File: config.mk
export PLATFORM = sky130hd
export DESIGN_NAME = windowed_angle_velocity_estimator
export DESIGN_NICKNAME = d
export VERILOG_FILES = /design/src/sv/wave_pkg.sv /design/src/sv/wave_ring.sv /design/src/sv/wave_dp.sv /design/src/sv/windowed_angle_velocity_estimator.sv
export SDC_FILE = /design/constraint.sdc
export NUM_CORES = 2
export LEC_CHECK = 0
export BUFFER_PORTS_ARGS = -buffer_cell sky130_fd_sc_hd__buf_2
export CAP_MARGIN = 20
export CORE_AREA = 4 4 293 295
export DETAILED_ROUTE_END_ITERATION = 6
export DIE_AREA = 0 0 297 299
export PLACE_DENSITY = 0.53
export REMOVE_ABC_BUFFERS = 1
export SLEW_MARGIN = 20
export SYNTH_ARGS = -nofsm -noshare
export SYNTH_HDL_FRONTEND = slang
export SYNTH_SLANG_ARGS = --single-unit
File: constraint.sdc
create_clock -name clk -period 9.3 [get_ports clk]
set_input_delay 2.79 -clock clk [delete_from_list [all_inputs] [get_ports clk]]
set_output_delay 2.79 -clock clk [all_outputs]
set_load 0.01 [all_outputs]
File: src/sv/wave_pkg.sv
// Shared types and constants of the windowed angle velocity estimator.
`default_nettype none
package wave_pkg;

	// Configuration port widths and register indexes.
	localparam int CFG_IDX_W  = 2;
	localparam int CFG_DATA_W = 24;

	localparam logic [CFG_IDX_W-1:0] REG_VEL_SCALE    = 2'd0;
	localparam logic [CFG_IDX_W-1:0] REG_MAX_VELOCITY = 2'd1;
	localparam logic [CFG_IDX_W-1:0] REG_EMA_ALPHA    = 2'd2;

	// Register widths and reset values.
	localparam int VEL_SCALE_W = 24;
	localparam int MAX_VEL_W   = 15;
	localparam int ALPHA_W     = 16;
	localparam int VEL_W       = 16;

	localparam logic [VEL_SCALE_W-1:0] VEL_SCALE_RST = 24'd2573;
	localparam logic [MAX_VEL_W-1:0]   MAX_VEL_RST   = 15'd15360;
	localparam logic [ALPHA_W-1:0]     ALPHA_RST     = 16'd6554;

	// Sequencer states.
	typedef enum logic [2:0] {
		ST_IDLE,
		ST_DIFF,
		ST_MUL1,
		ST_SAT,
		ST_MUL2,
		ST_DONE
	} wave_state_t;

	// Datapath load strobes issued by the sequencer.
	typedef struct packed {
		logic ld_diff;
		logic ld_mul1;
		logic ld_sat;
		logic ld_mul2;
		logic upd;
	} wave_ctl_t;

endpackage
`default_nettype wire

File: src/sv/wave_ring.sv
// Angle ring memory: one write port, one registered read port.
`default_nettype none
module wave_ring #(
	parameter int DEPTH = 8,
	parameter int WIDTH = 12
) (
	input  wire logic                     clk,
	input  wire logic                     wr_en,
	input  wire logic [$clog2(DEPTH)-1:0] wr_addr,
	input  wire logic [WIDTH-1:0]         wr_data,
	input  wire logic                     rd_en,
	input  wire logic [$clog2(DEPTH)-1:0] rd_addr,
	output logic      [WIDTH-1:0]         rd_data
);

	logic [WIDTH-1:0] mem [DEPTH];

	always_ff @(posedge clk) begin
		if (wr_en) begin
			mem[wr_addr] <= wr_data;
		end
	end

	always_ff @(posedge clk) begin
		if (rd_en) begin
			rd_data <= mem[rd_addr];
		end
	end

endmodule
`default_nettype wire

File: src/sv/wave_dp.sv
// Velocity datapath: wrapped difference, scaling, limit check and exponential moving average.
`default_nettype none
module wave_dp #(
	parameter int ANGLE_BITS = 12
) (
	input  wire logic                                clk,
	input  wire logic                                arst_n,
	input  wire wave_pkg::wave_ctl_t                 ctl,
	input  wire logic [ANGLE_BITS-1:0]               angle,
	input  wire logic [ANGLE_BITS-1:0]               oldest,
	input  wire logic [wave_pkg::VEL_SCALE_W-1:0]    vel_scale,
	input  wire logic [wave_pkg::MAX_VEL_W-1:0]      max_velocity,
	input  wire logic [wave_pkg::ALPHA_W-1:0]        ema_alpha,
	output logic signed [wave_pkg::VEL_W-1:0]        vel_next,
	output logic                                     rej
);
	import wave_pkg::*;

	localparam int RW = ANGLE_BITS + 2;           // raw difference width
	localparam int DW = ANGLE_BITS + 1;           // wrapped difference width
	localparam int PW = DW + VEL_SCALE_W + 1;     // scaled product width
	localparam int SW = PW + 1 - 16;              // product after the shift
	localparam logic signed [RW-1:0] HALF_TURN = RW'(2 ** (ANGLE_BITS - 1));
	localparam logic signed [RW-1:0] FULL_TURN = RW'(2 ** ANGLE_BITS);
	localparam int EW = VEL_W + 1;                // EMA difference width
	localparam int QW = EW + ALPHA_W + 1;         // EMA product width

	logic signed [RW-1:0] raw_d;
	logic signed [RW-1:0] wrap_d;
	logic signed [DW-1:0] d_q;
	logic signed [PW-1:0] prod1_q;
	logic        [PW:0]   sum1;
	logic        [SW-1:0] sh1;
	logic signed [VEL_W-1:0] v_sat;
	logic        [VEL_W:0]   mag;
	logic signed [EW-1:0]    ema_diff;
	logic signed [EW-1:0]    ema_diff_q;
	logic                    rej_q;
	logic signed [QW-1:0]    prod2_q;
	logic signed [VEL_W-1:0] filt_q;

	// Difference to the oldest sample, folded into half a turn either way.
	always_comb begin
		raw_d = $signed({2'b00, angle}) - $signed({2'b00, oldest});
		if (raw_d > HALF_TURN) begin
			wrap_d = raw_d - FULL_TURN;
		end else if (raw_d < -HALF_TURN) begin
			wrap_d = raw_d + FULL_TURN;
		end else begin
			wrap_d = raw_d;
		end
	end

	// Round to nearest with ties upwards (add half, keep the upper bits), then saturate.
	always_comb begin
		sum1 = {prod1_q[PW-1], prod1_q} + (PW + 1)'(32768);
		sh1  = sum1[PW:16];
		if ((&sh1[SW-1:VEL_W-1]) || !(|sh1[SW-1:VEL_W-1])) begin
			v_sat = $signed(sh1[VEL_W-1:0]);
		end else if (sh1[SW-1]) begin
			v_sat = $signed({1'b1, {(VEL_W-1){1'b0}}});
		end else begin
			v_sat = $signed({1'b0, {(VEL_W-1){1'b1}}});
		end
		mag      = v_sat[VEL_W-1] ? ((VEL_W + 1)'(0) - {v_sat[VEL_W-1], v_sat})
		                          : {1'b0, v_sat};
		ema_diff = $signed({v_sat[VEL_W-1], v_sat}) - $signed({filt_q[VEL_W-1], filt_q});
	end

	always_ff @(posedge clk) begin
		if (ctl.ld_diff) begin
			d_q <= wrap_d[DW-1:0];
		end
		if (ctl.ld_mul1) begin
			prod1_q <= d_q * $signed({1'b0, vel_scale});
		end
		if (ctl.ld_sat) begin
			ema_diff_q <= ema_diff;
			rej_q      <= mag > {2'b00, max_velocity};
		end
		if (ctl.ld_mul2) begin
			prod2_q <= ema_diff_q * $signed({1'b0, ema_alpha});
		end
	end

	// The step lies between the held value and the new one, so 16 bits suffice.
	assign vel_next = rej_q ? filt_q : (filt_q + $signed(prod2_q[16 +: VEL_W]));
	assign rej      = rej_q;

	always_ff @(posedge clk or negedge arst_n) begin
		if (!arst_n) begin
			filt_q <= '0;
		end else if (ctl.upd) begin
			filt_q <= vel_next;
		end
	end

endmodule
`default_nettype wire

File: src/sv/windowed_angle_velocity_estimator.sv
// Top level of the windowed angle velocity estimator: sequencer, registers and result stage.
//
//  Channel  | Handshake              | Beat contents
//  ---------+------------------------+-----------------------------------------
//  input    | in_valid / in_stall    | angle_code
//  result   | out_valid / out_stall  | velocity, ready_res, rejected
//  config   | cfg_valid / cfg_ready  | cfg_index, cfg_data
//
// An angle beat that computes a velocity passes through the ring read at acceptance, the
// difference, the scaling multiply, rounding and limit check, the smoothing multiply, and the
// filter update as the result register loads. A filling beat goes straight to that last step.
// A finished result waits in the output register, so the next beat is taken meanwhile; only
// a second finished result holds the sequencer in its last state until out_stall drops.
// Reset restores the pointer, fill flag, filter and registers; ring contents need no clearing.
`default_nettype none
module windowed_angle_velocity_estimator #(
	parameter int WINDOW     = 8,
	parameter int ANGLE_BITS = 12
) (
	input  wire logic                              clk,
	input  wire logic                              arst_n,
	input  wire logic                              in_valid,
	output logic                                   in_stall,
	input  wire logic [ANGLE_BITS-1:0]             angle_code,
	output logic                                   out_valid,
	input  wire logic                              out_stall,
	output logic signed [wave_pkg::VEL_W-1:0]      velocity,
	output logic                                   ready_res,
	output logic                                   rejected,
	input  wire logic                              cfg_valid,
	output logic                                   cfg_ready,
	input  wire logic [wave_pkg::CFG_IDX_W-1:0]    cfg_index,
	input  wire logic [wave_pkg::CFG_DATA_W-1:0]   cfg_data
);
	import wave_pkg::*;

	localparam int PTR_W = $clog2(WINDOW);

	wave_state_t state_q, state_d;
	wave_ctl_t   ctl;

	logic [VEL_SCALE_W-1:0] vel_scale_q;
	logic [MAX_VEL_W-1:0]   max_velocity_q;
	logic [ALPHA_W-1:0]     ema_alpha_q;

	logic [PTR_W-1:0]      ptr_q;
	logic [PTR_W-1:0]      ptr_inc;
	logic                  full_q;
	logic                  fill_q;
	logic [ANGLE_BITS-1:0] angle_q;
	logic [ANGLE_BITS-1:0] oldest;

	logic                  in_acc;
	logic                  out_free;
	logic                  load_out;
	logic                  ptr_adv;
	logic                  wr_en;
	logic [ANGLE_BITS-1:0] wr_data;

	logic signed [VEL_W-1:0] vel_next;
	logic                    rej;

	logic                    out_valid_q;
	logic signed [VEL_W-1:0] velocity_q;
	logic                    ready_res_q;
	logic                    rejected_q;

	// Configuration is always accepted; indexes beyond the list are dropped.
	assign cfg_ready = 1'b1;

	always_ff @(posedge clk or negedge arst_n) begin
		if (!arst_n) begin
			vel_scale_q    <= VEL_SCALE_RST;
			max_velocity_q <= MAX_VEL_RST;
			ema_alpha_q    <= ALPHA_RST;
		end else if (cfg_valid && cfg_ready) begin
			unique case (cfg_index)
				REG_VEL_SCALE:    vel_scale_q    <= cfg_data[VEL_SCALE_W-1:0];
				REG_MAX_VELOCITY: max_velocity_q <= cfg_data[MAX_VEL_W-1:0];
				REG_EMA_ALPHA:    ema_alpha_q    <= cfg_data[ALPHA_W-1:0];
				default: ;
			endcase
		end
	end

	assign in_acc   = in_valid && !in_stall;
	assign out_free = !out_valid_q || !out_stall;
	assign ptr_inc  = (ptr_q == PTR_W'(WINDOW - 1)) ? '0 : (ptr_q + 1'b1);

	// Sequencer: with a full window the oldest entry is read at acceptance, and the new sample
	// overwrites it in the next cycle, once the read data has been captured.
	always_comb begin
		state_d  = state_q;
		in_stall = 1'b1;
		ctl      = '0;
		load_out = 1'b0;
		ptr_adv  = 1'b0;
		wr_en    = 1'b0;
		wr_data  = angle_q;
		unique case (state_q)
			ST_IDLE: begin
				in_stall = 1'b0;
				if (in_valid) begin
					if (full_q) begin
						state_d = ST_DIFF;
					end else begin
						// Filling: store at once, answer with a zero beat.
						wr_en   = 1'b1;
						wr_data = angle_code;
						ptr_adv = 1'b1;
						state_d = ST_DONE;
					end
				end
			end
			ST_DIFF: begin
				ctl.ld_diff = 1'b1;
				wr_en       = 1'b1;
				ptr_adv     = 1'b1;
				state_d     = ST_MUL1;
			end
			ST_MUL1: begin
				ctl.ld_mul1 = 1'b1;
				state_d     = ST_SAT;
			end
			ST_SAT: begin
				ctl.ld_sat = 1'b1;
				state_d    = ST_MUL2;
			end
			ST_MUL2: begin
				ctl.ld_mul2 = 1'b1;
				state_d     = ST_DONE;
			end
			ST_DONE: begin
				if (out_free) begin
					load_out = 1'b1;
					ctl.upd  = !fill_q;
					state_d  = ST_IDLE;
				end
			end
			default: state_d = ST_IDLE;
		endcase
	end

	always_ff @(posedge clk or negedge arst_n) begin
		if (!arst_n) begin
			state_q <= ST_IDLE;
			ptr_q   <= '0;
			full_q  <= 1'b0;
			fill_q  <= 1'b0;
		end else begin
			state_q <= state_d;
			if (ptr_adv) begin
				ptr_q <= ptr_inc;
				if (!full_q && (ptr_q == PTR_W'(WINDOW - 1))) begin
					full_q <= 1'b1;
				end
			end
			if (in_acc) begin
				fill_q <= !full_q;
			end
		end
	end

	always_ff @(posedge clk) begin
		if (in_acc) begin
			angle_q <= angle_code;
		end
	end

	wave_ring #(
		.DEPTH (WINDOW),
		.WIDTH (ANGLE_BITS)
	) u_ring (
		.clk     (clk),
		.wr_en   (wr_en),
		.wr_addr (ptr_q),
		.wr_data (wr_data),
		.rd_en   (in_acc),
		.rd_addr (ptr_q),
		.rd_data (oldest)
	);

	wave_dp #(
		.ANGLE_BITS (ANGLE_BITS)
	) u_dp (
		.clk          (clk),
		.arst_n       (arst_n),
		.ctl          (ctl),
		.angle        (angle_q),
		.oldest       (oldest),
		.vel_scale    (vel_scale_q),
		.max_velocity (max_velocity_q),
		.ema_alpha    (ema_alpha_q),
		.vel_next     (vel_next),
		.rej          (rej)
	);

	// Result register: holds a finished beat until the receiver takes it.
	always_ff @(posedge clk or negedge arst_n) begin
		if (!arst_n) begin
			out_valid_q <= 1'b0;
		end else if (load_out) begin
			out_valid_q <= 1'b1;
		end else if (!out_stall) begin
			out_valid_q <= 1'b0;
		end
	end

	always_ff @(posedge clk) begin
		if (load_out) begin
			velocity_q  <= fill_q ? '0 : vel_next;
			ready_res_q <= !fill_q;
			rejected_q  <= !fill_q && rej;
		end
	end

	assign out_valid = out_valid_q;
	assign velocity  = velocity_q;
	assign ready_res = ready_res_q;
	assign rejected  = rejected_q;

endmodule
`default_nettype wire

==> impl_metrics.yaml <==
final_layout:
  layout_common_cells: "sky130_fd_sc_hd__inv_1 (609), sky130_fd_sc_hd__fa_1 (509), sky130_fd_sc_hd__nand2_1 (434)"
  final.fill_count: 7974
  area.growth.synth_to_final_pct: 8.23
  layout_commonest_cell: "sky130_fd_sc_hd__inv_1"
  layout-drive-gt1-share: 0.0822
  final_nets: 4074
  n_antenna_cell: 0
die:
  core_area_um2: 83200
  placement_rows: 106
  vertical_extent_of_the_die_um: 299
  boundaryPins: 64
  floorplan.initialDensity: 0.399
  die-area_um2: 88800
  die_width_um: 297
yosys:
  syn_inst: 3263
  mappedNetlistArea_um2: 33200
  synth_area_per_cell_um2: 10.2
  synth.yosys.seq_area_share: 0.249
  ys_async_sr_fraction: 0.278
  post_synth_num_cell_types: 78
  synth_edf_count: 208
  synth-main-ff-cell: "sky130_fd_sc_hd__edfxtp_1"
  ys_ff_latch: 288
  synth_warnings: 0
detailed_routing:
  antenna_left: 0
  wl_per_cell_um: 18.7
  pre_repair_dr_iteration_count: 5
  drt_first_iter_violations: 1231
  routed-via-count: 22100
  vias_per_cell: 5.05
  wirelength_um: 81700
  drc_errors: 0
clock_tree:
  postCtsSetupBuffers: 0
  hold_buffers: 0
  cts_buffers: 38
  postCtsResizedCells: 0
  ctsLongestPathBuffers: 3
  path_clk_slew_ns: 0.06
  clock-sinks: 288
  ctsRootBufferMaster: "sky130_fd_sc_hd__clkbuf_16"
  tritoncts: "done"
  htree_num_levels: 2
  clock_insertion_delay_at_the_later_pin_of_the_skew_report_ns: 0.59
sta:
  worst_clock_skew_ns: 0.0376
  tightest_pin_transition_ns: 1.00
  finalCriticalPeriod_ns: 7.03
  max_clock_freq_mhz: 142
  final-max-slew-violation-count: 0
  max-slew-margin-rel: 0.331
  setup_repair_after_global_routing_missed_its_margin: "false"
  fin_setup_tns_ns: 0
  period_share: 0.756
  setup_viol: 0
  timing_hold_violations_final: 0
global_route:
  grt_first_pass_wirelength_um: 134000
  maximum_number_of_pins_on_one_net_before_global_route_repair: 47
  global_route.overflow_total: 0
  grt_antenna_before_repair: 2
  groute.usage.overall: 0.190
  first_global_vias: 23700
setup_path:
  cp.arrival_ns: 7.34
  worst-endpoint-required_ns: 9.61
  crit_fanout: 14
  setup.worst_path.end_class: "register"
  critPathKind: "register to register"
  critPathLaunchType: "register"
placement:
  routability_driven_placement_congestion_ratio: 0.809
  post-dp-hpwl_um: 62800
  numPortBuffers: 62
status:
  outcome: "finished, final reports clean"
run:
  cap_viol_max_count: 0
min_path:
  min-delay-path-class: "register to register"
flip-flops by register name, summed over array words and instances (netlist names), 3 cells and up:
signal and flops:
ema_alpha_q 16, angle_q 12, vel_scale_q 24, u_dp.prod1_q 23
u_dp.prod2_q 16, u_ring.mem 96, u_dp.ema_diff_q 17, state_q 3
u_ring.rd_data 12, ptr_q 3, u_dp.filt_q 16, u_dp.d_q 13
velocity 16, max_velocity_q 15
per-layer routing:
layer,GRT usage,up-vias,part of all wire
met2,0.316,345,0.47
met5,0,-,0
met3,0.0237,70,0.035
met1,0.272,11300,0.48
li1,-,10400,-
met4,0.0299,0,0.015
worst max-delay path, cell delays in order (launching register included):
cell	delay (ns)
sky130_fd_sc_hd__edfxtp_1	0.67
sky130_fd_sc_hd__buf_4	0.34
sky130_fd_sc_hd__nand2_1	0.11
sky130_fd_sc_hd__fa_1	0.50
sky130_fd_sc_hd__fa_1	0.50
sky130_fd_sc_hd__inv_1	0.05
sky130_fd_sc_hd__fa_1	0.50
sky130_fd_sc_hd__fa_1	0.42
sky130_fd_sc_hd__fa_1	0.51
sky130_fd_sc_hd__fa_1	0.42
sky130_fd_sc_hd__ha_1	0.30
sky130_fd_sc_hd__a211oi_1	0.21
sky130_fd_sc_hd__nand2_1	0.09
sky130_fd_sc_hd__a221oi_1	0.41
sky130_fd_sc_hd__o211a_1	0.35
sky130_fd_sc_hd__a21bo_2	0.24
sky130_fd_sc_hd__o32ai_1	0.15
sky130_fd_sc_hd__o41ai_1	0.65
sky130_fd_sc_hd__o21bai_1	0.16
sky130_fd_sc_hd__xor2_1	0.17
area by class of cell:
| class | count | area [um^2] | area share |
|---|---|---|---|
| multi-input combinational | 2232 | 22100 | 0.616 |
| sequential | 288 | 8270 | 0.230 |
| inverter | 610 | 2290 | 0.0638 |
| tap | 1080 | 1350 | 0.0377 |
| clock buffer | 46 | 1010 | 0.0282 |
| timing repair buffer | 96 | 568 | 0.0158 |
| clock inverter | 23 | 292 | 0.00812 |
worst paths after layout:
path | from | endpoint | slack [ns] | depth (start not counted)
min in group asynchronous | arst_n | ema_alpha_q[15] | 2.22 | 1
hold / removal | u_dp.filt_q[15] | u_dp.filt_q[15] | 0.50 | 1
hold reg to reg | u_dp.filt_q[15] | u_dp.filt_q[15] | 0.50 | 1
max in group asynchronous | arst_n | vel_scale_q[22] | 5.85 | 2
setup reg to reg | u_dp.d_q[11] | u_dp.prod1_q[36] | 2.27 | 19
setup / recovery | u_dp.d_q[11] | u_dp.prod1_q[36] | 2.27 | 19
cells by family after synthesis:
| kind of cell | share of synthesized area |
|---|---|
| simple gates | 0.144 |
| fa+ha+maj | 0.404 |
| buf+inv | 0.0850 |
| compound gates | 0.0585 |
| flops | 0.249 |
| mux | 0.0350 |
| xor+xnor | 0.0240 |
| other cells | 0.000113 |
stage by stage:
stage               setup WS, ns  hold slack [ns]  utilization  std cells  area (um^2)
floorplan                   3.05            0.464            -       3130        32600
global placement            2.43            0.487        0.416       4306        34600
detailed placement          2.32            0.491        0.416       4306        34600
CTS                         2.30            0.499        0.431       4375        35900
global route                1.97            0.533        0.431       4375        35900
finish                      2.27            0.496        0.431       4375        35900
cell usage after synthesis (4+ instances only):
master	number	area [um^2]
sky130_fd_sc_hd__nor2_1	107	402
sky130_fd_sc_hd__nand3b_1	5	37.5
sky130_fd_sc_hd__a21o_1	26	195
sky130_fd_sc_hd__a21oi_1	69	345
sky130_fd_sc_hd__nand2b_1	17	106
sky130_fd_sc_hd__or3_1	11	68.8
sky130_fd_sc_hd__o211a_1	4	40.0
sky130_fd_sc_hd__nand3_1	38	190
sky130_fd_sc_hd__o21ai_0	63	315
sky130_fd_sc_hd__a21boi_0	8	60.1
sky130_fd_sc_hd__xor2_1	33	289
sky130_fd_sc_hd__xnor2_1	58	508
sky130_fd_sc_hd__o211ai_1	12	90.1
sky130_fd_sc_hd__nand2_1	434	1630
sky130_fd_sc_hd__nor3_1	43	215
sky130_fd_sc_hd__buf_1	6	22.5
sky130_fd_sc_hd__nor2b_1	26	163
sky130_fd_sc_hd__mux2_2	76	856
sky130_fd_sc_hd__fa_1	509	10200
sky130_fd_sc_hd__dfstp_2	16	420
sky130_fd_sc_hd__o22ai_1	8	50.1
sky130_fd_sc_hd__a221oi_1	17	149
sky130_fd_sc_hd__o21bai_1	8	60.1
sky130_fd_sc_hd__nor4_1	7	43.8
sky130_fd_sc_hd__ha_1	256	3200
sky130_fd_sc_hd__and2_1	237	1480
sky130_fd_sc_hd__nand4_1	17	106
sky130_fd_sc_hd__and3_1	16	100
sky130_fd_sc_hd__clkbuf_1	121	454
sky130_fd_sc_hd__dfrtp_1	64	1600
sky130_fd_sc_hd__edfxtp_1	208	6250
sky130_fd_sc_hd__a31oi_1	5	31.3
sky130_fd_sc_hd__nor3b_1	5	37.5
sky130_fd_sc_hd__o21a_1	13	97.6
sky130_fd_sc_hd__inv_1	609	2290
sky130_fd_sc_hd__mux4_2	6	135
sky130_fd_sc_hd__a211oi_1	13	97.6
sky130_fd_sc_hd__mux2i_1	17	170
sky130_fd_sc_hd__a22oi_1	9	67.6
Power is left out: the tool's default activity adds up to more than one toggle a clock period on the data nets, which glitch-free logic cannot reach.
